<file path="src/rtl/core/quorum_request_tracker_macros.svh">
// ----------------------------------------------------------------------------
// quorum_request_tracker assertion macros
// shared concurrent assertion helpers for the tracker rtl
// ----------------------------------------------------------------------------
`ifndef QUORUM_REQUEST_TRACKER_MACROS_SVH
`define QUORUM_REQUEST_TRACKER_MACROS_SVH

// property checked every clock edge outside reset
`define QRT_ASSERT(lbl, prop, msg) \
  lbl: assert property (@(posedge clk_i) disable iff (!rst_ni) (prop)) else $error(msg);

// implication whose consequent is checked in the cycle after the antecedent, outside reset
`define QRT_ASSERT_NEXT(lbl, pre, post, msg) \
  lbl: assert property (@(posedge clk_i) disable iff (!rst_ni) (pre) |=> (post)) \
    else $error(msg);

`endif

</file>
<file path="src/rtl/core/qrt_pkg.sv">
// ----------------------------------------------------------------------------
// qrt_pkg
// types and constants of the quorum request tracker
// ----------------------------------------------------------------------------
`default_nettype none

package qrt_pkg;

  // slot table geometry, slot count must be a power of two
  localparam int unsigned SLOTS  = 16;
  localparam int unsigned SLOT_W = $clog2(SLOTS);

  localparam int unsigned ID_W    = 16;
  localparam int unsigned KIND_W  = 2;
  localparam int unsigned TIME_W  = 16;
  localparam int unsigned CNT_W   = 3;
  localparam int unsigned TMO_W   = 8;
  localparam int unsigned CFG_IDX_W = 2;
  localparam int unsigned CFG_DAT_W = 8;

  localparam logic [CNT_W-1:0] CNT_MAX = 3'd7;

  // command codes
  localparam logic [1:0] CMD_ISSUE = 2'd0;
  localparam logic [1:0] CMD_REPLY = 2'd1;
  localparam logic [1:0] CMD_TICK  = 2'd2;

  // outcome codes
  localparam logic [1:0] OUT_SUCCESS = 2'd0;
  localparam logic [1:0] OUT_FAIL    = 2'd1;
  localparam logic [1:0] OUT_REJECT  = 2'd2;

  // register indexes
  localparam logic [CFG_IDX_W-1:0] CFG_QUORUM  = 2'd0;
  localparam logic [CFG_IDX_W-1:0] CFG_FAIL    = 2'd1;
  localparam logic [CFG_IDX_W-1:0] CFG_TIMEOUT = 2'd2;

  // reset values of the registers
  localparam logic [CNT_W-1:0] QUORUM_RST  = 3'd2;
  localparam logic [CNT_W-1:0] FAIL_RST    = 3'd2;
  localparam logic [TMO_W-1:0] TIMEOUT_RST = 8'd4;

  typedef enum logic [1:0] {
    ST_IDLE,
    ST_REPLY,
    ST_SCAN,
    ST_FLUSH
  } state_e;

  typedef struct packed {
    logic [ID_W-1:0]   tag;
    logic [KIND_W-1:0] kind;
    logic [TIME_W-1:0] itime;
    logic [CNT_W-1:0]  rcnt;
    logic [CNT_W-1:0]  scnt;
  } slot_ent_t;

  typedef struct packed {
    logic [CNT_W-1:0] quorum;
    logic [CNT_W-1:0] fail_limit;
    logic [TMO_W-1:0] timeout;
  } cfg_t;

  typedef struct packed {
    logic             fail;
    logic             succ;
    logic [CNT_W-1:0] rcnt_inc;
    logic [CNT_W-1:0] scnt_inc;
  } eval_t;

  typedef struct packed {
    logic [ID_W-1:0]   id;
    logic [KIND_W-1:0] kind;
    logic [1:0]        outcome;
    logic              last;
  } result_t;

endpackage

`default_nettype wire

</file>
<file path="src/rtl/core/qrt_if.sv">
// ----------------------------------------------------------------------------
// qrt_if
// valid/ready channel interfaces of the quorum request tracker
// ----------------------------------------------------------------------------
`default_nettype none

// request channel
interface qrt_req_if import qrt_pkg::*; ();
  logic              valid;
  logic              ready;
  logic [1:0]        cmd;
  logic [ID_W-1:0]   trans_id;
  logic [KIND_W-1:0] op_kind;
  logic              reply_ok;

  modport source (output valid, cmd, trans_id, op_kind, reply_ok, input ready);
  modport sink   (input valid, cmd, trans_id, op_kind, reply_ok, output ready);
endinterface

// result channel
interface qrt_res_if import qrt_pkg::*; ();
  logic              valid;
  logic              ready;
  logic [ID_W-1:0]   done_id;
  logic [KIND_W-1:0] done_kind;
  logic [1:0]        outcome;
  logic              last;

  modport source (output valid, done_id, done_kind, outcome, last, input ready);
  modport sink   (input valid, done_id, done_kind, outcome, last, output ready);
endinterface

// register write channel
interface qrt_cfg_if import qrt_pkg::*; ();
  logic                 valid;
  logic                 ready;
  logic [CFG_IDX_W-1:0] index;
  logic [CFG_DAT_W-1:0] data;

  modport source (output valid, index, data, input ready);
  modport sink   (input valid, index, data, output ready);
endinterface

`default_nettype wire

</file>
<file path="src/rtl/core/qrt_slot_mem.sv">
// ----------------------------------------------------------------------------
// qrt_slot_mem
// slot table storage, one write and one registered read port
// ----------------------------------------------------------------------------
`default_nettype none

module qrt_slot_mem import qrt_pkg::*; (
  input  wire logic              clk_i,
  input  wire logic              we_i,
  input  wire logic [SLOT_W-1:0] waddr_i,
  input  wire slot_ent_t         wdata_i,
  input  wire logic              re_i,
  input  wire logic [SLOT_W-1:0] raddr_i,
  output slot_ent_t              rdata_o
);

  slot_ent_t mem_q [SLOTS];

  // write port
  always_ff @(posedge clk_i) begin
    if (we_i) begin
      mem_q[waddr_i] <= wdata_i;
    end
  end

  // registered read port, data holds while no read is issued
  always_ff @(posedge clk_i) begin
    if (re_i) begin
      rdata_o <= mem_q[raddr_i];
    end
  end

endmodule

`default_nettype wire

</file>
<file path="src/rtl/core/qrt_eval.sv">
// ----------------------------------------------------------------------------
// qrt_eval
// shared slot evaluation unit: finish tests and counter updates
// ----------------------------------------------------------------------------
`default_nettype none

module qrt_eval import qrt_pkg::*; (
  input  wire slot_ent_t         ent_i,
  input  wire cfg_t              cfg_i,
  input  wire logic [TIME_W-1:0] time_i,
  input  wire logic              ok_i,
  output eval_t                  res_o
);

  logic [CNT_W-1:0]  unsucc;
  logic [TIME_W-1:0] age;

  // unsuccessful replies, clamped at zero
  assign unsucc = (ent_i.rcnt >= ent_i.scnt) ? (ent_i.rcnt - ent_i.scnt) : '0;

  // age wraps with time
  assign age = time_i - ent_i.itime;

  always_comb begin
    res_o.fail = (unsucc >= cfg_i.fail_limit) ||
                 (age > {{(TIME_W-TMO_W){1'b0}}, cfg_i.timeout});
    res_o.succ = (ent_i.scnt >= cfg_i.quorum);
    // saturating counters for a reply
    res_o.rcnt_inc = (ent_i.rcnt == CNT_MAX) ? CNT_MAX : ent_i.rcnt + 1'b1;
    res_o.scnt_inc = (ok_i && ent_i.scnt != CNT_MAX) ? ent_i.scnt + 1'b1 : ent_i.scnt;
  end

endmodule

`default_nettype wire

</file>
<file path="src/rtl/core/quorum_request_tracker.sv">
// ----------------------------------------------------------------------------
// quorum_request_tracker
// table of outstanding replicated requests with quorum and timeout decisions
// ----------------------------------------------------------------------------
// usage:
//   req_i carries commands: issue (store a request in slot trans_id mod SLOTS),
//   reply (count a replica answer) and tick (scan all slots, then advance time).
//   res_o returns finished or rejected requests; last marks the final result
//   that one command causes. cfg_i writes quorum_needed, fail_limit and
//   timeout_ticks at indexes 0, 1 and 2 and is always ready.
// sequence:
//   an issue keeps the tracker idle, a rejected issue goes through the flush
//   state before the next command. a reply reads its slot when accepted and
//   writes it back in the reply state. a tick reads slot 0 when accepted,
//   scans one slot per cycle through the read port and the shared evaluation
//   unit unless the scan stalls, then hands the last result on with last set
//   in the flush state. a found result waits in a holding register until the
//   next one is found or the scan ends, then moves to res_o; the scan stalls
//   only when a result is found while holding register and res_o are full.
// reset:
//   all slots free, time zero, registers at 2, 2 and 4; no clearing pass.
// ----------------------------------------------------------------------------
`default_nettype none

`include "quorum_request_tracker_macros.svh"

module quorum_request_tracker import qrt_pkg::*; (
  input  wire logic clk_i,
  input  wire logic rst_ni,
  qrt_req_if.sink   req_i,
  qrt_res_if.source res_o,
  qrt_cfg_if.sink   cfg_i
);

  state_e              state_q, state_d;
  logic [SLOTS-1:0]    busy_q, busy_d;
  logic [TIME_W-1:0]   time_now_q, time_now_d;
  cfg_t                cfg_q;
  logic [SLOT_W-1:0]   idx_q, idx_d;
  logic [SLOT_W-1:0]   slot_q, slot_d;
  logic [ID_W-1:0]     id_q, id_d;
  logic                ok_q, ok_d;
  result_t             hold_q, hold_d;
  logic                hold_valid_q, hold_valid_d;
  result_t             out_q, out_d;
  logic                out_valid_q, out_valid_d;

  logic                acc_in;
  logic [SLOT_W-1:0]   slot_in;
  logic                out_free;
  logic                scan_last;
  logic                scan_fin;
  logic                scan_adv;
  logic                reply_hit;

  logic                mem_we, mem_re;
  logic [SLOT_W-1:0]   mem_waddr, mem_raddr;
  slot_ent_t           mem_wdata, mem_rdata;
  eval_t               ev;

  // handshake helpers
  assign req_i.ready = (state_q == ST_IDLE);
  assign acc_in      = req_i.valid && req_i.ready;
  assign slot_in     = req_i.trans_id[SLOT_W-1:0];
  assign out_free    = !out_valid_q || res_o.ready;
  assign cfg_i.ready = 1'b1;

  // scan step status
  assign scan_last = (idx_q == SLOT_W'(SLOTS - 1));
  assign scan_fin  = busy_q[idx_q] && (ev.fail || ev.succ);
  assign scan_adv  = !(scan_fin && hold_valid_q && !out_free);
  assign reply_hit = busy_q[slot_q] && (mem_rdata.tag == id_q);

  qrt_slot_mem u_mem (
    .clk_i   (clk_i),
    .we_i    (mem_we),
    .waddr_i (mem_waddr),
    .wdata_i (mem_wdata),
    .re_i    (mem_re),
    .raddr_i (mem_raddr),
    .rdata_o (mem_rdata)
  );

  qrt_eval u_eval (
    .ent_i  (mem_rdata),
    .cfg_i  (cfg_q),
    .time_i (time_now_q),
    .ok_i   (ok_q),
    .res_o  (ev)
  );

  // next state
  always_comb begin
    state_d = state_q;
    case (state_q)
      ST_IDLE: begin
        if (acc_in) begin
          case (req_i.cmd)
            CMD_ISSUE: if (busy_q[slot_in]) state_d = ST_FLUSH;
            CMD_REPLY: state_d = ST_REPLY;
            CMD_TICK:  state_d = ST_SCAN;
            default:   state_d = ST_IDLE;
          endcase
        end
      end
      ST_REPLY: state_d = ST_IDLE;
      ST_SCAN: begin
        if (scan_adv && scan_last) state_d = ST_FLUSH;
      end
      ST_FLUSH: begin
        if (!hold_valid_q || out_free) state_d = ST_IDLE;
      end
      default: state_d = ST_IDLE;
    endcase
  end

  // datapath control
  always_comb begin
    busy_d       = busy_q;
    time_now_d   = time_now_q;
    idx_d        = idx_q;
    slot_d       = slot_q;
    id_d         = id_q;
    ok_d         = ok_q;
    hold_d       = hold_q;
    hold_valid_d = hold_valid_q;
    out_d        = out_q;
    out_valid_d  = out_valid_q && !res_o.ready;
    mem_we       = 1'b0;
    mem_re       = 1'b0;
    mem_waddr    = slot_in;
    mem_raddr    = slot_in;
    mem_wdata    = mem_rdata;
    case (state_q)
      ST_IDLE: begin
        slot_d = slot_in;
        id_d   = req_i.trans_id;
        ok_d   = req_i.reply_ok;
        idx_d  = '0;
        if (acc_in) begin
          case (req_i.cmd)
            CMD_ISSUE: begin
              if (busy_q[slot_in]) begin
                // occupied slot, report the new request as rejected
                hold_d       = '{id: req_i.trans_id, kind: req_i.op_kind,
                                 outcome: OUT_REJECT, last: 1'b1};
                hold_valid_d = 1'b1;
              end else begin
                mem_we          = 1'b1;
                mem_wdata.tag   = req_i.trans_id;
                mem_wdata.kind  = req_i.op_kind;
                mem_wdata.itime = time_now_q;
                mem_wdata.rcnt  = '0;
                mem_wdata.scnt  = '0;
                busy_d[slot_in] = 1'b1;
              end
            end
            CMD_REPLY: mem_re = 1'b1;
            CMD_TICK: begin
              mem_re    = 1'b1;
              mem_raddr = '0;
            end
            default: ;
          endcase
        end
      end
      ST_REPLY: begin
        // write back updated counters on a tag match
        mem_waddr      = slot_q;
        mem_we         = reply_hit;
        mem_wdata.rcnt = ev.rcnt_inc;
        mem_wdata.scnt = ev.scnt_inc;
      end
      ST_SCAN: begin
        mem_raddr = idx_q + 1'b1;
        if (scan_adv) begin
          if (scan_fin) begin
            if (hold_valid_q) begin
              out_d       = hold_q;
              out_valid_d = 1'b1;
            end
            hold_d       = '{id: mem_rdata.tag, kind: mem_rdata.kind,
                             outcome: ev.fail ? OUT_FAIL : OUT_SUCCESS, last: 1'b0};
            hold_valid_d = 1'b1;
            busy_d[idx_q] = 1'b0;
          end
          if (scan_last) begin
            time_now_d = time_now_q + 1'b1;
          end else begin
            mem_re = 1'b1;
            idx_d  = idx_q + 1'b1;
          end
        end
      end
      ST_FLUSH: begin
        // final held result of this command carries last
        if (hold_valid_q && out_free) begin
          out_d        = hold_q;
          out_d.last   = 1'b1;
          out_valid_d  = 1'b1;
          hold_valid_d = 1'b0;
        end
      end
      default: ;
    endcase
  end

  // control registers
  always_ff @(posedge clk_i or negedge rst_ni) begin
    if (!rst_ni) begin
      state_q      <= ST_IDLE;
      busy_q       <= '0;
      time_now_q   <= '0;
      hold_valid_q <= 1'b0;
      out_valid_q  <= 1'b0;
      idx_q        <= '0;
    end else begin
      state_q      <= state_d;
      busy_q       <= busy_d;
      time_now_q   <= time_now_d;
      hold_valid_q <= hold_valid_d;
      out_valid_q  <= out_valid_d;
      idx_q        <= idx_d;
    end
  end

  // payload registers
  always_ff @(posedge clk_i) begin
    slot_q <= slot_d;
    id_q   <= id_d;
    ok_q   <= ok_d;
    hold_q <= hold_d;
    out_q  <= out_d;
  end

  // configuration writes
  always_ff @(posedge clk_i or negedge rst_ni) begin
    if (!rst_ni) begin
      cfg_q.quorum     <= QUORUM_RST;
      cfg_q.fail_limit <= FAIL_RST;
      cfg_q.timeout    <= TIMEOUT_RST;
    end else if (cfg_i.valid && cfg_i.ready) begin
      case (cfg_i.index)
        CFG_QUORUM:  cfg_q.quorum     <= cfg_i.data[CNT_W-1:0];
        CFG_FAIL:    cfg_q.fail_limit <= cfg_i.data[CNT_W-1:0];
        CFG_TIMEOUT: cfg_q.timeout    <= cfg_i.data[TMO_W-1:0];
        default: ;
      endcase
    end
  end

  // result channel
  assign res_o.valid     = out_valid_q;
  assign res_o.done_id   = out_q.id;
  assign res_o.done_kind = out_q.kind;
  assign res_o.outcome   = out_q.outcome;
  assign res_o.last      = out_q.last;

  // assertions
  `QRT_ASSERT(a_idle_no_hold, (state_q == ST_IDLE) |-> !hold_valid_q,
    "held result left over in idle")
  `QRT_ASSERT_NEXT(a_tick_scans, acc_in && (req_i.cmd == CMD_TICK), state_q == ST_SCAN,
    "tick did not start a scan")
  `QRT_ASSERT_NEXT(a_issue_sets_busy,
    acc_in && (req_i.cmd == CMD_ISSUE) && !busy_q[slot_in], busy_q[$past(slot_in)],
    "accepted issue did not occupy its slot")
  `QRT_ASSERT(a_time_at_scan_end,
    (time_now_q != $past(time_now_q)) |-> ($past(state_q) == ST_SCAN),
    "time advanced outside a scan")

endmodule

`default_nettype wire
</file>
<file path="src/flat_wrapper.sv">
// flat-port wrapper written by rule: the top's interface ports become plain ports
module quorum_request_tracker_flat import qrt_pkg::*;
  (clk_i, rst_ni, req_i_valid, req_i_cmd, req_i_trans_id, req_i_op_kind, req_i_reply_ok, req_i_ready, res_o_valid, res_o_done_id, res_o_done_kind, res_o_outcome, res_o_last, res_o_ready, cfg_i_valid, cfg_i_index, cfg_i_data, cfg_i_ready);
  qrt_req_if req_i_i ();
  qrt_res_if res_o_i ();
  qrt_cfg_if cfg_i_i ();
  input  wire logic clk_i;
  input  wire logic rst_ni;
  input wire logic [$bits(req_i_i.valid)-1:0] req_i_valid;
  input wire logic [$bits(req_i_i.cmd)-1:0] req_i_cmd;
  input wire logic [$bits(req_i_i.trans_id)-1:0] req_i_trans_id;
  input wire logic [$bits(req_i_i.op_kind)-1:0] req_i_op_kind;
  input wire logic [$bits(req_i_i.reply_ok)-1:0] req_i_reply_ok;
  output wire logic [$bits(req_i_i.ready)-1:0] req_i_ready;
  output wire logic [$bits(res_o_i.valid)-1:0] res_o_valid;
  output wire logic [$bits(res_o_i.done_id)-1:0] res_o_done_id;
  output wire logic [$bits(res_o_i.done_kind)-1:0] res_o_done_kind;
  output wire logic [$bits(res_o_i.outcome)-1:0] res_o_outcome;
  output wire logic [$bits(res_o_i.last)-1:0] res_o_last;
  input wire logic [$bits(res_o_i.ready)-1:0] res_o_ready;
  input wire logic [$bits(cfg_i_i.valid)-1:0] cfg_i_valid;
  input wire logic [$bits(cfg_i_i.index)-1:0] cfg_i_index;
  input wire logic [$bits(cfg_i_i.data)-1:0] cfg_i_data;
  output wire logic [$bits(cfg_i_i.ready)-1:0] cfg_i_ready;
  assign req_i_i.valid = req_i_valid;
  assign req_i_i.cmd = req_i_cmd;
  assign req_i_i.trans_id = req_i_trans_id;
  assign req_i_i.op_kind = req_i_op_kind;
  assign req_i_i.reply_ok = req_i_reply_ok;
  assign req_i_ready = req_i_i.ready;
  assign res_o_valid = res_o_i.valid;
  assign res_o_done_id = res_o_i.done_id;
  assign res_o_done_kind = res_o_i.done_kind;
  assign res_o_outcome = res_o_i.outcome;
  assign res_o_last = res_o_i.last;
  assign res_o_i.ready = res_o_ready;
  assign cfg_i_i.valid = cfg_i_valid;
  assign cfg_i_i.index = cfg_i_index;
  assign cfg_i_i.data = cfg_i_data;
  assign cfg_i_ready = cfg_i_i.ready;
  quorum_request_tracker u_core (.clk_i(clk_i), .rst_ni(rst_ni), .req_i(req_i_i), .res_o(res_o_i), .cfg_i(cfg_i_i));
endmodule
</file>
<file path="config.mk">
export PLATFORM = sky130hd
export DESIGN_NAME = quorum_request_tracker_flat
export DESIGN_NICKNAME = d
export VERILOG_FILES = /design/src/rtl/core/qrt_pkg.sv /design/src/rtl/core/qrt_if.sv /design/src/rtl/core/qrt_slot_mem.sv /design/src/rtl/core/qrt_eval.sv /design/src/rtl/core/quorum_request_tracker.sv /design/src/flat_wrapper.sv
export VERILOG_INCLUDE_DIRS = /design/src /design/src/rtl/core
export SDC_FILE = /design/constraint.sdc
export NUM_CORES = 1
export LEC_CHECK = 0
export BUFFER_PORTS_ARGS = -buffer_cell sky130_fd_sc_hd__buf_2
export CORE_MARGIN = 4
export CORE_UTILIZATION = 25
export DETAILED_ROUTE_END_ITERATION = 6
export HOLD_SLACK_MARGIN = 0.08
export PLACE_DENSITY_LB_ADDON = 0.2
export SLEW_MARGIN = 20
export SYNTH_ARGS = -nofsm -noshare
export SYNTH_HDL_FRONTEND = slang
export SYNTH_SLANG_ARGS = --single-unit
export TNS_END_PERCENT = 10
</file>
<file path="constraint.sdc">
create_clock -name clk_i -period 18.26 [get_ports clk_i]
set_input_delay 0 -clock clk_i [delete_from_list [all_inputs] [get_ports clk_i]]
set_output_delay 0 -clock clk_i [all_outputs]
set_load 0.01 [all_outputs]
</file>
; Word-level counts from Yosys, hierarchy flattened
; Memory sizes are Yosys's and may differ from the RTL's. A register that Yosys moved wholly into a read port is not among the register bits.
; Index checks and enable logic that the tools add are counted.
[totals]
mem_bits_rw = 640
in_bits = 36
wordCells = 172
output_inout_bits = 24
regBits = 117
n_memories = 1
[memory_table]
columns = name, depth, width, rd, rd_ports_with_merged_regs, wr, line
row1 = u_core.u_mem.mem_q, 16, 40, 1, 1, 1, qrt_slot_mem.sv:17  ; slot_ent_t mem_q [SLOTS];
[classes]
n_addsub = 6
n_lt_le_gt_ge = 9
eq_ne = 23
n_mux = 72
bitwise = 4
reduce_logical = 37
[op_table]
columns = cell, count
row1 = $mux W21, 9
row2 = $mux W40, 3
row3 = $pmux W21 S2, 2
row4 = $mux W16, 5
row5 = $mux W34, 1
row6 = $pmux W16 S2, 1
row7 = $mux W1, 25
row8 = $mux W4, 5
row9 = $add A16 B1 Y16 const B, 1
row10 = $and A16 B16 Y16, 1
row11 = $eq A16 B16 Y1, 1
row12 = $gt A16 B8 Y1, 1
row13 = $not A16 Y16, 1
row14 = $or A16 B16 Y16, 1
row15 = $pmux W4 S2, 2
row16 = $sub A16 B16 Y16, 1
row17 = $lt A4 B5 Y1 const B, 3
row18 = $bmux W1 S4, 3
row19 = $ne A2 B2 Y1 const B, 6
row20 = $pmux W6 S2, 1
row21 = $reduce_and A6 Y1, 2
row22 = $logic_and A1 B1 Y1, 11
row23 = $ne A2 B1 Y1 const B, 5
row24 = $ge A3 B3 Y1, 3
row25 = 28 further kinds, 57

; Depth between registers and ports, before layout
; Gate-level depths: netlist (run 1).
[depth]
ltp_word = 12
depth_mapped = 18

; Modules after synthesis
; Synthesis (run 1) repeated with hierarchy kept, for this count alone.
[hier_totals]
hier_cells = 1738
hier_area_um2 = 32851.5
[by_module_without_submodules]
columns = module, cells_per_inst, area_each_um2, seq_area_each_um2, instances
row1 = qrt_slot_mem, 1040, 25530.7, 20419.6, 1
row2 = quorum_request_tracker, 500, 5903.2, 3096.7, 1
row3 = qrt_eval, 198, 1417.6, 0.0, 1

; Worst setup path after synthesis (run 1)
; No wires, ideal clock.
[synth_path]
kind = reg-to-reg
start = reg u_core.time_now_q[0]
end = reg u_core.u_mem.rdata_o[0] (netlist name)
synth_period_minus_slack_ns = 6.539
stages_incl_launch_ff = 17
t_arrival_ns = 6.046
path_buffers = 0
slack_ns = 11.721
setup_time_ns = 0.493
path_cell_list = dfrtp_1 > inv_1 > ha_1 > fa_1 > nor2b_1 > o211ai_1 > a21oi_1 > xnor2_1 > ha_1 > nand4_1 > or2_2 > o21ai_0 > o2111ai_1 > nor4_4 > a31o_2 > nand2_1 > o21ai_0
[synth_between]
elab_chain_len = 9
[synth_lines]
columns = element, line
row1 = start: declaration, quorum_request_tracker.sv:37  ; logic [TIME_W-1:0] time_now_q, time_now_d;
row2 = start signal: assignment, quorum_request_tracker.sv:220  ; time_now_q <= time_now_d;
row3 = $sub A16 B16 Y16, qrt_eval.sv:22  ; assign age = time_i - ent_i.itime;
row4 = $gt A16 B8 Y1, qrt_eval.sv:26  ; (age > {{(TIME_W-TMO_W){1'b0}}, cfg_i.timeout});
row5 = $logic_or A1 B1 Y1, qrt_eval.sv:25  ; res_o.fail = (unsucc >= cfg_i.fail_limit) ||
row6 = $logic_or A1 B1 Y1, quorum_request_tracker.sv:70  ; assign scan_fin = busy_q[idx_q] && (ev.fail || ev.succ);
row7 = $logic_and A1 B1 Y1, quorum_request_tracker.sv:70
row8 = $logic_and A1 B1 Y1 (2 in series), quorum_request_tracker.sv:71  ; assign scan_adv = !(scan_fin && hold_valid_q && !out_free);
row9 = $mux W1, quorum_request_tracker.sv:176  ; if (scan_adv) begin
row10 = $pmux W1 S2, quorum_request_tracker.sv:134  ; case (state_q)
row11 = via u_core.mem_re, quorum_request_tracker.sv:56  ; logic mem_we, mem_re;
; The timed path passes the listed nets, and every way through them passes these cells.
; A chain may end at the register's enable or synchronous reset.

; Final worst setup path (run 1)
[layout_path]
start = reg u_core.time_now_q[0]
end = reg u_core.u_mem.rdata_o[7] (netlist name)
[layout_between]
elab_chain_len = 9
[layout_lines]
columns = element, line
row1 = $sub A16 B16 Y16, qrt_eval.sv:22
row2 = $gt A16 B8 Y1, qrt_eval.sv:26
row3 = $logic_or A1 B1 Y1, qrt_eval.sv:25
row4 = $logic_or A1 B1 Y1, quorum_request_tracker.sv:70
row5 = $logic_and A1 B1 Y1, quorum_request_tracker.sv:70
row6 = $logic_and A1 B1 Y1 (2 in series), quorum_request_tracker.sv:71
row7 = $mux W1, quorum_request_tracker.sv:176
row8 = $pmux W1 S2, quorum_request_tracker.sv:134
row9 = via u_core.mem_re, quorum_request_tracker.sv:56
; The timed path passes the listed nets, and every way through them passes these cells.

==> reports/results.tsv, run 1 <==
metric	value	unit
min_period	5.411	ns
drive_gt1_share	11.82	%
synth_top_area_share	65.72	%
synth_edf_count	738	
worst_ep_arrival_time	5.69	ns
worstReg2RegStart	u_core.time_now_q[0]	
grt_start_max_net_pins	187	
finalHoldViolations	0	
port-buffer-count	58	
grt_usage	13.21	%
dp_hpwl	51850	um
crit_path_start_kind	flip-flop	
fillers	13468	
die_y	375.3	um
grt_pass1_wl	141000	um
cp.required	18.54	ns
wl	95200	um
viasPerCell	4.730	
antenna_left	0	
layout_common_cells	edfxtp_1 (738), nand2_1 (485), a211oi_1 (202)	
io-pin-count	60	
gp_congestion	0.7975	
root_buffer	clkbuf_16	
antenna_found_initial	2	
ir_drop	0.0001430	V
layout.nets	2705	
vias	21127	
critPathMaxFanout	25	
postSynthCellCount	2525	
clock_latency	0.69	ns
finalClockSkew	0.06405	ns
synthTopCellsByArea	edfxtp_1 (66%), nand2_1 (5.4%), a211oi_1 (4.5%)	
p_per_area	161.2	nW/um^2
status	finished, final reports clean	
finalMaxSlewViolations	0	
multiInputGateArea	9619	um^2
r2r-end	u_core.u_mem.rdata_o[7]	
yosysWarnings	0	
core-area	133800	um^2
first_pass_iters	5	
die_x	375.3	um
synth_seq_area_share	69.74	%
ys_seq_elements	792	
leakage	13.05	nW
setup_tns	0	ns
synthDistinctLibCells	73	
cts_tree	done	
fin_crit_sh	29.63	%
die_area	140800	um^2
setup_violations	0	
grt_pass1_vias	21267	
htreeDepth	3	
overflow	0	
yosys.area.top_type	edfxtp_1	
syn_area	33720	um^2
worstSetupEndpointType	flip-flop	
total_power	6.420	mW
ys.flop_type	edfxtp_1	
regArea	23520	um^2
wire_per_inst	21.31	um
clockBufferDepth	3	
avgSynthCellArea	13.35	um^2
synthArstFlopShare	6.818	%
synth_nets	2607	
syn2layout_area_growth	18.10	%
std_cell_rows	134	
criticalPathCategory	flip-flop to flip-flop	
ff2ff_path_depth	17	
route.detailed.drc	0	
drt-initial-drc-count	1487	
layout_commonest_cell	edfxtp_1	
cts.sinks	792	
rsz0062_at_grt	false	
ff2ff_setup_slack	12.85	ns
start_util	25.20	%
worst_pin_slew	1.039	ns
numCtsBuffers	89	
cap_violations	0	
relSlewSlack	30.76	%
clkTransAtPathRegs	0.05	ns
hold_class	primary input to asynchronous set/reset pin	
fmax	184.8	MHz
==> routing by layer <==
metal  global-route usage [%]  part of all wire [%]  vias up
li1                         -                     -     9757
met1                    18.32                    46    10772
met2                    21.51                    47      461
met3                    1.865                   4.0      137
met4                    3.966                   2.6        0
met5                        0                     0        -
==> cells by family after synthesis <==
family / count (synthesis) / synth area share (%)
mux: 31 / 1.495
buf+inv: 208 / 2.364
xor+xnor: 41 / 1.065
flops: 792 / 69.74
compound gates: 586 / 12.15
fa+ha+maj: 46 / 1.751
other cells: 1 / 0.01112
simple gates: 820 / 11.42
==> sequential cells by signal (all words and copies together) (netlist names), 2 cells and up <==
register,count
u_core.res_o.done_id,16
u_core.cfg_q,14
u_core.state_q,2
u_core.busy_q,16
u_core.res_o.done_kind,2
u_core.hold_q,20
u_core.idx_q,4
u_core.u_mem.rdata_o,40
u_core.res_o.outcome,2
u_core.time_now_q,16
u_core.id_q,16
u_core.u_mem.mem_q,640
==> worst max path at each step <==
stage | startpoint | endpoint | depth (start not counted)
after floorplan | u_core.time_now_q[0] | u_core.u_mem.rdata_o[0] | 16
after global placement | u_core.time_now_q[4] | u_core.u_mem.rdata_o[8] | 16
after detailed placement | u_core.time_now_q[0] | u_core.u_mem.rdata_o[7] | 17
after CTS | u_core.time_now_q[0] | u_core.u_mem.rdata_o[5] | 17
after global routing | u_core.time_now_q[0] | u_core.u_mem.rdata_o[5] | 17
final | u_core.time_now_q[0] | u_core.u_mem.rdata_o[7] | 17
==> worst max-delay path, cell delays in order, from the launching register on <==
cell and delay, ns:
dfrtp_1 0.40, inv_1 0.10, ha_1 0.21, fa_1 0.41
nor2b_1 0.17, o211ai_1 0.18, a21oi_1 0.25, xnor2_1 0.11
ha_1 0.30, nand4_1 0.09, or2_2 0.30, o21ai_0 0.10
o2111ai_1 0.23, nor4_4 0.41, a31o_2 0.41, nand2_1 0.18
o21ai_4 0.63, buf_4 0.55
==> report_power, final <==
part | internal [mW] | switching [mW]
combinational | 0.636 | 1.46
sequential | 2.43 | 0.103
clock | 1.05 | 0.750
total | 4.11 | 2.31
==> what timing repair did <==
| item | in CTS | in global routing |
|---|---|---|
| resized for setup | 0 | 0 |
| endpoints found under the hold margin | 187 | 0 |
| setup buffers | 0 | 0 |
| hold buffers | 56 | 0 |
==> cells in the mapped netlist (all sizes together), types with 4 or more instances <==
cell type    n
mux4        14
mux2        15
a311oi      81
nor3        23
nor2        51
xnor2       28
xor2        13
and2       164
nand4        9
clkbuf     156
nand3b       4
a211o        5
nand2b      14
a22o         4
ha          44
inv         43
nor2b       20
nand2      485
o21a         6
o21ai       40
a211oi     202
nor3b        6
buf          7
a31oi       83
a221o       13
edfxtp     738
and3         4
nand3       18
a21oi      113
a2111oi      4
a21o         8
nor4b        4
nor4         4
dfrtp       51
o211ai       5
==> through the flow <==
step / utilization, % / setup WS, ns / instance area, um^2 / std cells / hold WS (ns)
CTS: 29.74 / 12.79 / 39790 / 4465 / 0.08042
global placement: 27.09 / 12.95 / 36240 / 4243 / 0.1921
finish: 29.76 / 12.85 / 39820 / 4467 / 0.07149
detailed placement: 27.10 / 12.81 / 36260 / 4243 / 0.1975
global route: 29.76 / 12.43 / 39820 / 4466 / 0.08346
floorplan: - / 11.72 / 33720 / 2525 / -0.2956
==> area by class of cell <==
class	count	area share, %
flip-flops and latches	792	59.05
multi-input cells	1525	24.16
clock buffers	112	5.860
well taps	1768	5.555
repair buffers	170	3.337
clock inverters	54	1.609
inverters	45	0.4242
diodes	1	0.006284
Power figures use the tool's default switching activity.
==> run 2: changes to the inputs <==
==> constraint.sdc (replaced) <==
create_clock -name clk_i -period 5.2 [get_ports clk_i]
set_input_delay 0 -clock clk_i [delete_from_list [all_inputs] [get_ports clk_i]]
set_output_delay 0 -clock clk_i [all_outputs]
set_load 0.01 [all_outputs]
==> run 2 against run 1 <==
- largest power group unchanged
- register-to-register slack got worse by 12 ns
- combinational power rose to 3.7 times the previous value
- core utilization rose by 0.19 points
- die area did not move
- critical path depth did not move
- clock skew fell by 0.041 ns
- design area rose by 0.65%
==> reports/results.tsv, run 2 (same netlist as run 1, synthesis figures left out) <==
metric	value	unit	change
worstSetupEndpointType	flip-flop		
finalClockSkew	0.02318	ns	-0.04087 ns
p_per_area	565.3	nW/um^2	+250%
setup_tns	0	ns	unchanged
crit_path_start_kind	flip-flop		
fillers	13403		-0.48%
ctsHoldBuffers	50		-11%
gr-usage-met3	1.925	%	+0.059 points
start_util	25.20	%	unchanged
cts.sinks	792		unchanged
grt_start_max_net_pins	133		-29%
grt_usage	13.78	%	+0.57 points
vias	21287		+0.76%
overflow	0		unchanged
gp_congestion	0.8500		+6.6%
critPathSlowestCell	fa_1		
cp_num_buf_inv	2		unchanged
cp_cell_sequence	inv_1 > ha_1 > fa_1 > nor2b_1 > o211ai_1 > a21oi_1 > xnor2_1 > ha_1 > nand4_1 > or2_2 > o21ai_0 > o2111ai_1 > nor4_4 > a31o_2 > nand2_1 > o21ai_4 > buf_4		
use_met1	18.36	%	+0.044 points
critPathMaxFanout	21		-16%
worst_ep_arrival_time	5.12	ns	-0.57 ns
finalMaxSlewViolations	0		unchanged
criticalPathCategory	flip-flop to flip-flop		
wl	99170	um	+4.2%
path_delay_family	compound AO/OA/AOI/OAI gates		
status	finished, final reports clean		
relSlewSlack	27.04	%	-3.7 points
syn2layout_area_growth	18.87	%	
hold_class	primary input to flip-flop		
rsz0062_at_grt	false		
instances_no_fill	4473		+0.13%
wire_per_inst	22.17	um	+4.0%
cp_common_cell	ha_1		
die_y	375.3	um	unchanged
regMostFlops	u_core.u_mem.mem_q		
ir_drop	0.0003544	V	+150%
route.detailed.drc	0		unchanged
cts_tree	done		
numCtsBuffers	85		-4.5%
reg.largest.list	u_core.u_mem.mem_q (640), u_core.u_mem.rdata_o (40), u_core.hold_q (20)		
first_pass_iters	5		unchanged
diodes	0		-1
cap_violations	0		unchanged
port-buffer-count	58		unchanged
die_area	140800	um^2	unchanged
worst_pin_slew	1.094	ns	+0.05576 ns
grt.met2_usage	23.33	%	+1.8 points
setup_violations	0		unchanged
clockBufferDepth	3		unchanged
cts_resized	0		unchanged
placed_cells	4273		+0.71%
finalHoldViolations	0		unchanged
cpPeakStageDelay	0.40	ns	-0.23 ns
clkTransAtPathRegs	0.06	ns	about the same
dp_hpwl	57300	um	+10%
fin_crit_sh	92.91	%	+63 points
largest_reg_flops	640		unchanged
grt_pass1_wl	145700	um	+3.3%
layout_commonest_cell	edfxtp_1		
die_x	375.3	um	unchanged
clock_latency	0.65	ns	-0.04 ns
htreeDepth	3		unchanged
io-pin-count	60		unchanged
grt_pass1_vias	21516		+1.2%
drt-initial-drc-count	1549		+4.2%
antenna_found_initial	1		-1
core-area	133800	um^2	unchanged
std_cell_rows	134		unchanged
layout_common_cells	edfxtp_1 (738), nand2_1 (485), a211oi_1 (202)		
fmax	207.0	MHz	+12%
min_period	4.832	ns	-0.5791 ns
layout.nets	2724		+0.70%
root_buffer	clkbuf_16		
drive_gt1_share	12.68	%	+0.86 points
cp.required	5.49	ns	-13.05 ns
antenna_left	0		unchanged
busiest_layer	met2		
leakage	13.16	nW	+0.81%
post_cts_buffers	0		unchanged
viasPerCell	4.759		+0.62%
[run 2: through the flow]
stage / power [mW] / utilization, % / setup slack [ns] / hold slack [ns] / cell area, um^2
finish: 22.66 / 29.96 / 0.3684 / 0.1260 / 40080
global route: 23.98 / 29.96 / 0.03441 / 0.1145 / 40080
CTS: 22.95 / 29.95 / 0.3784 / 0.08205 / 40070
detailed placement: 16.76 / 27.52 / 0.4019 / 0.2113 / 36820
global placement: 16.64 / 27.51 / 0.4581 / 0.1891 / 36800
floorplan: 13.68 / - / 0.4987 / -0.2956 / 33720
[run 2: worst paths after layout]
check                                     start                         to  slack (ns)  cells past startpoint
setup / recovery           u_core.time_now_q[0]   u_core.u_mem.rdata_o[33]        0.37                     17
hold / removal               req_i_trans_id[13]            u_core.id_q[13]        0.13                      2
setup reg to reg           u_core.time_now_q[0]   u_core.u_mem.rdata_o[33]        0.37                     17
hold reg to reg                u_core.hold_q[3]  u_core.res_o.done_kind[0]        0.40                      0
max in group asynchronous                rst_ni        u_core.hold_valid_q        4.10                      4
min in group asynchronous                rst_ni            u_core.cfg_q[1]        0.59                      4
[run 2: per-layer routing]
metal	up-vias	routed length, um	share of wire [%]
li1	9784	-	-
met1	10882	44570	45
met2	476	47790	48
met3	143	3964	4.0
met4	2	2831	2.9
met5	-	13	0.013
[run 2: worst register-to-register path, stage by stage (launching register included)]
cell and delay [ns]:
dfrtp_1 0.39, inv_1 0.10, ha_1 0.21, fa_1 0.41, nor2b_1 0.18, o211ai_1 0.20, a21oi_1 0.29, xnor2_1 0.11
ha_1 0.30, nand4_1 0.11, or2_2 0.31, o21ai_0 0.15, o2111ai_1 0.27, nor4_4 0.38, a31o_2 0.34, nand2_1 0.16
o21ai_4 0.16, buf_4 0.39
[run 2: power breakdown]
part           total, mW  leakage (nW)  switching (mW)  internal [mW]
Clock               6.07          1.34            2.55           3.51
Sequential          8.90          7.29           0.379           8.52
Combinational       7.70          4.53            5.26           2.43
[run 2: area by class of cell]
type / count / area (um^2) / share of cell area [%]
multi-input cells: 1525 / 9609 / 23.97
flip-flops and latches: 792 / 23520 / 58.67
inverters: 45 / 168.9 / 0.4214
clock inverters: 47 / 524.3 / 1.308
well taps: 1768 / 2212 / 5.519
repair buffers: 193 / 1824 / 4.551
clock buffers: 103 / 2226 / 5.553
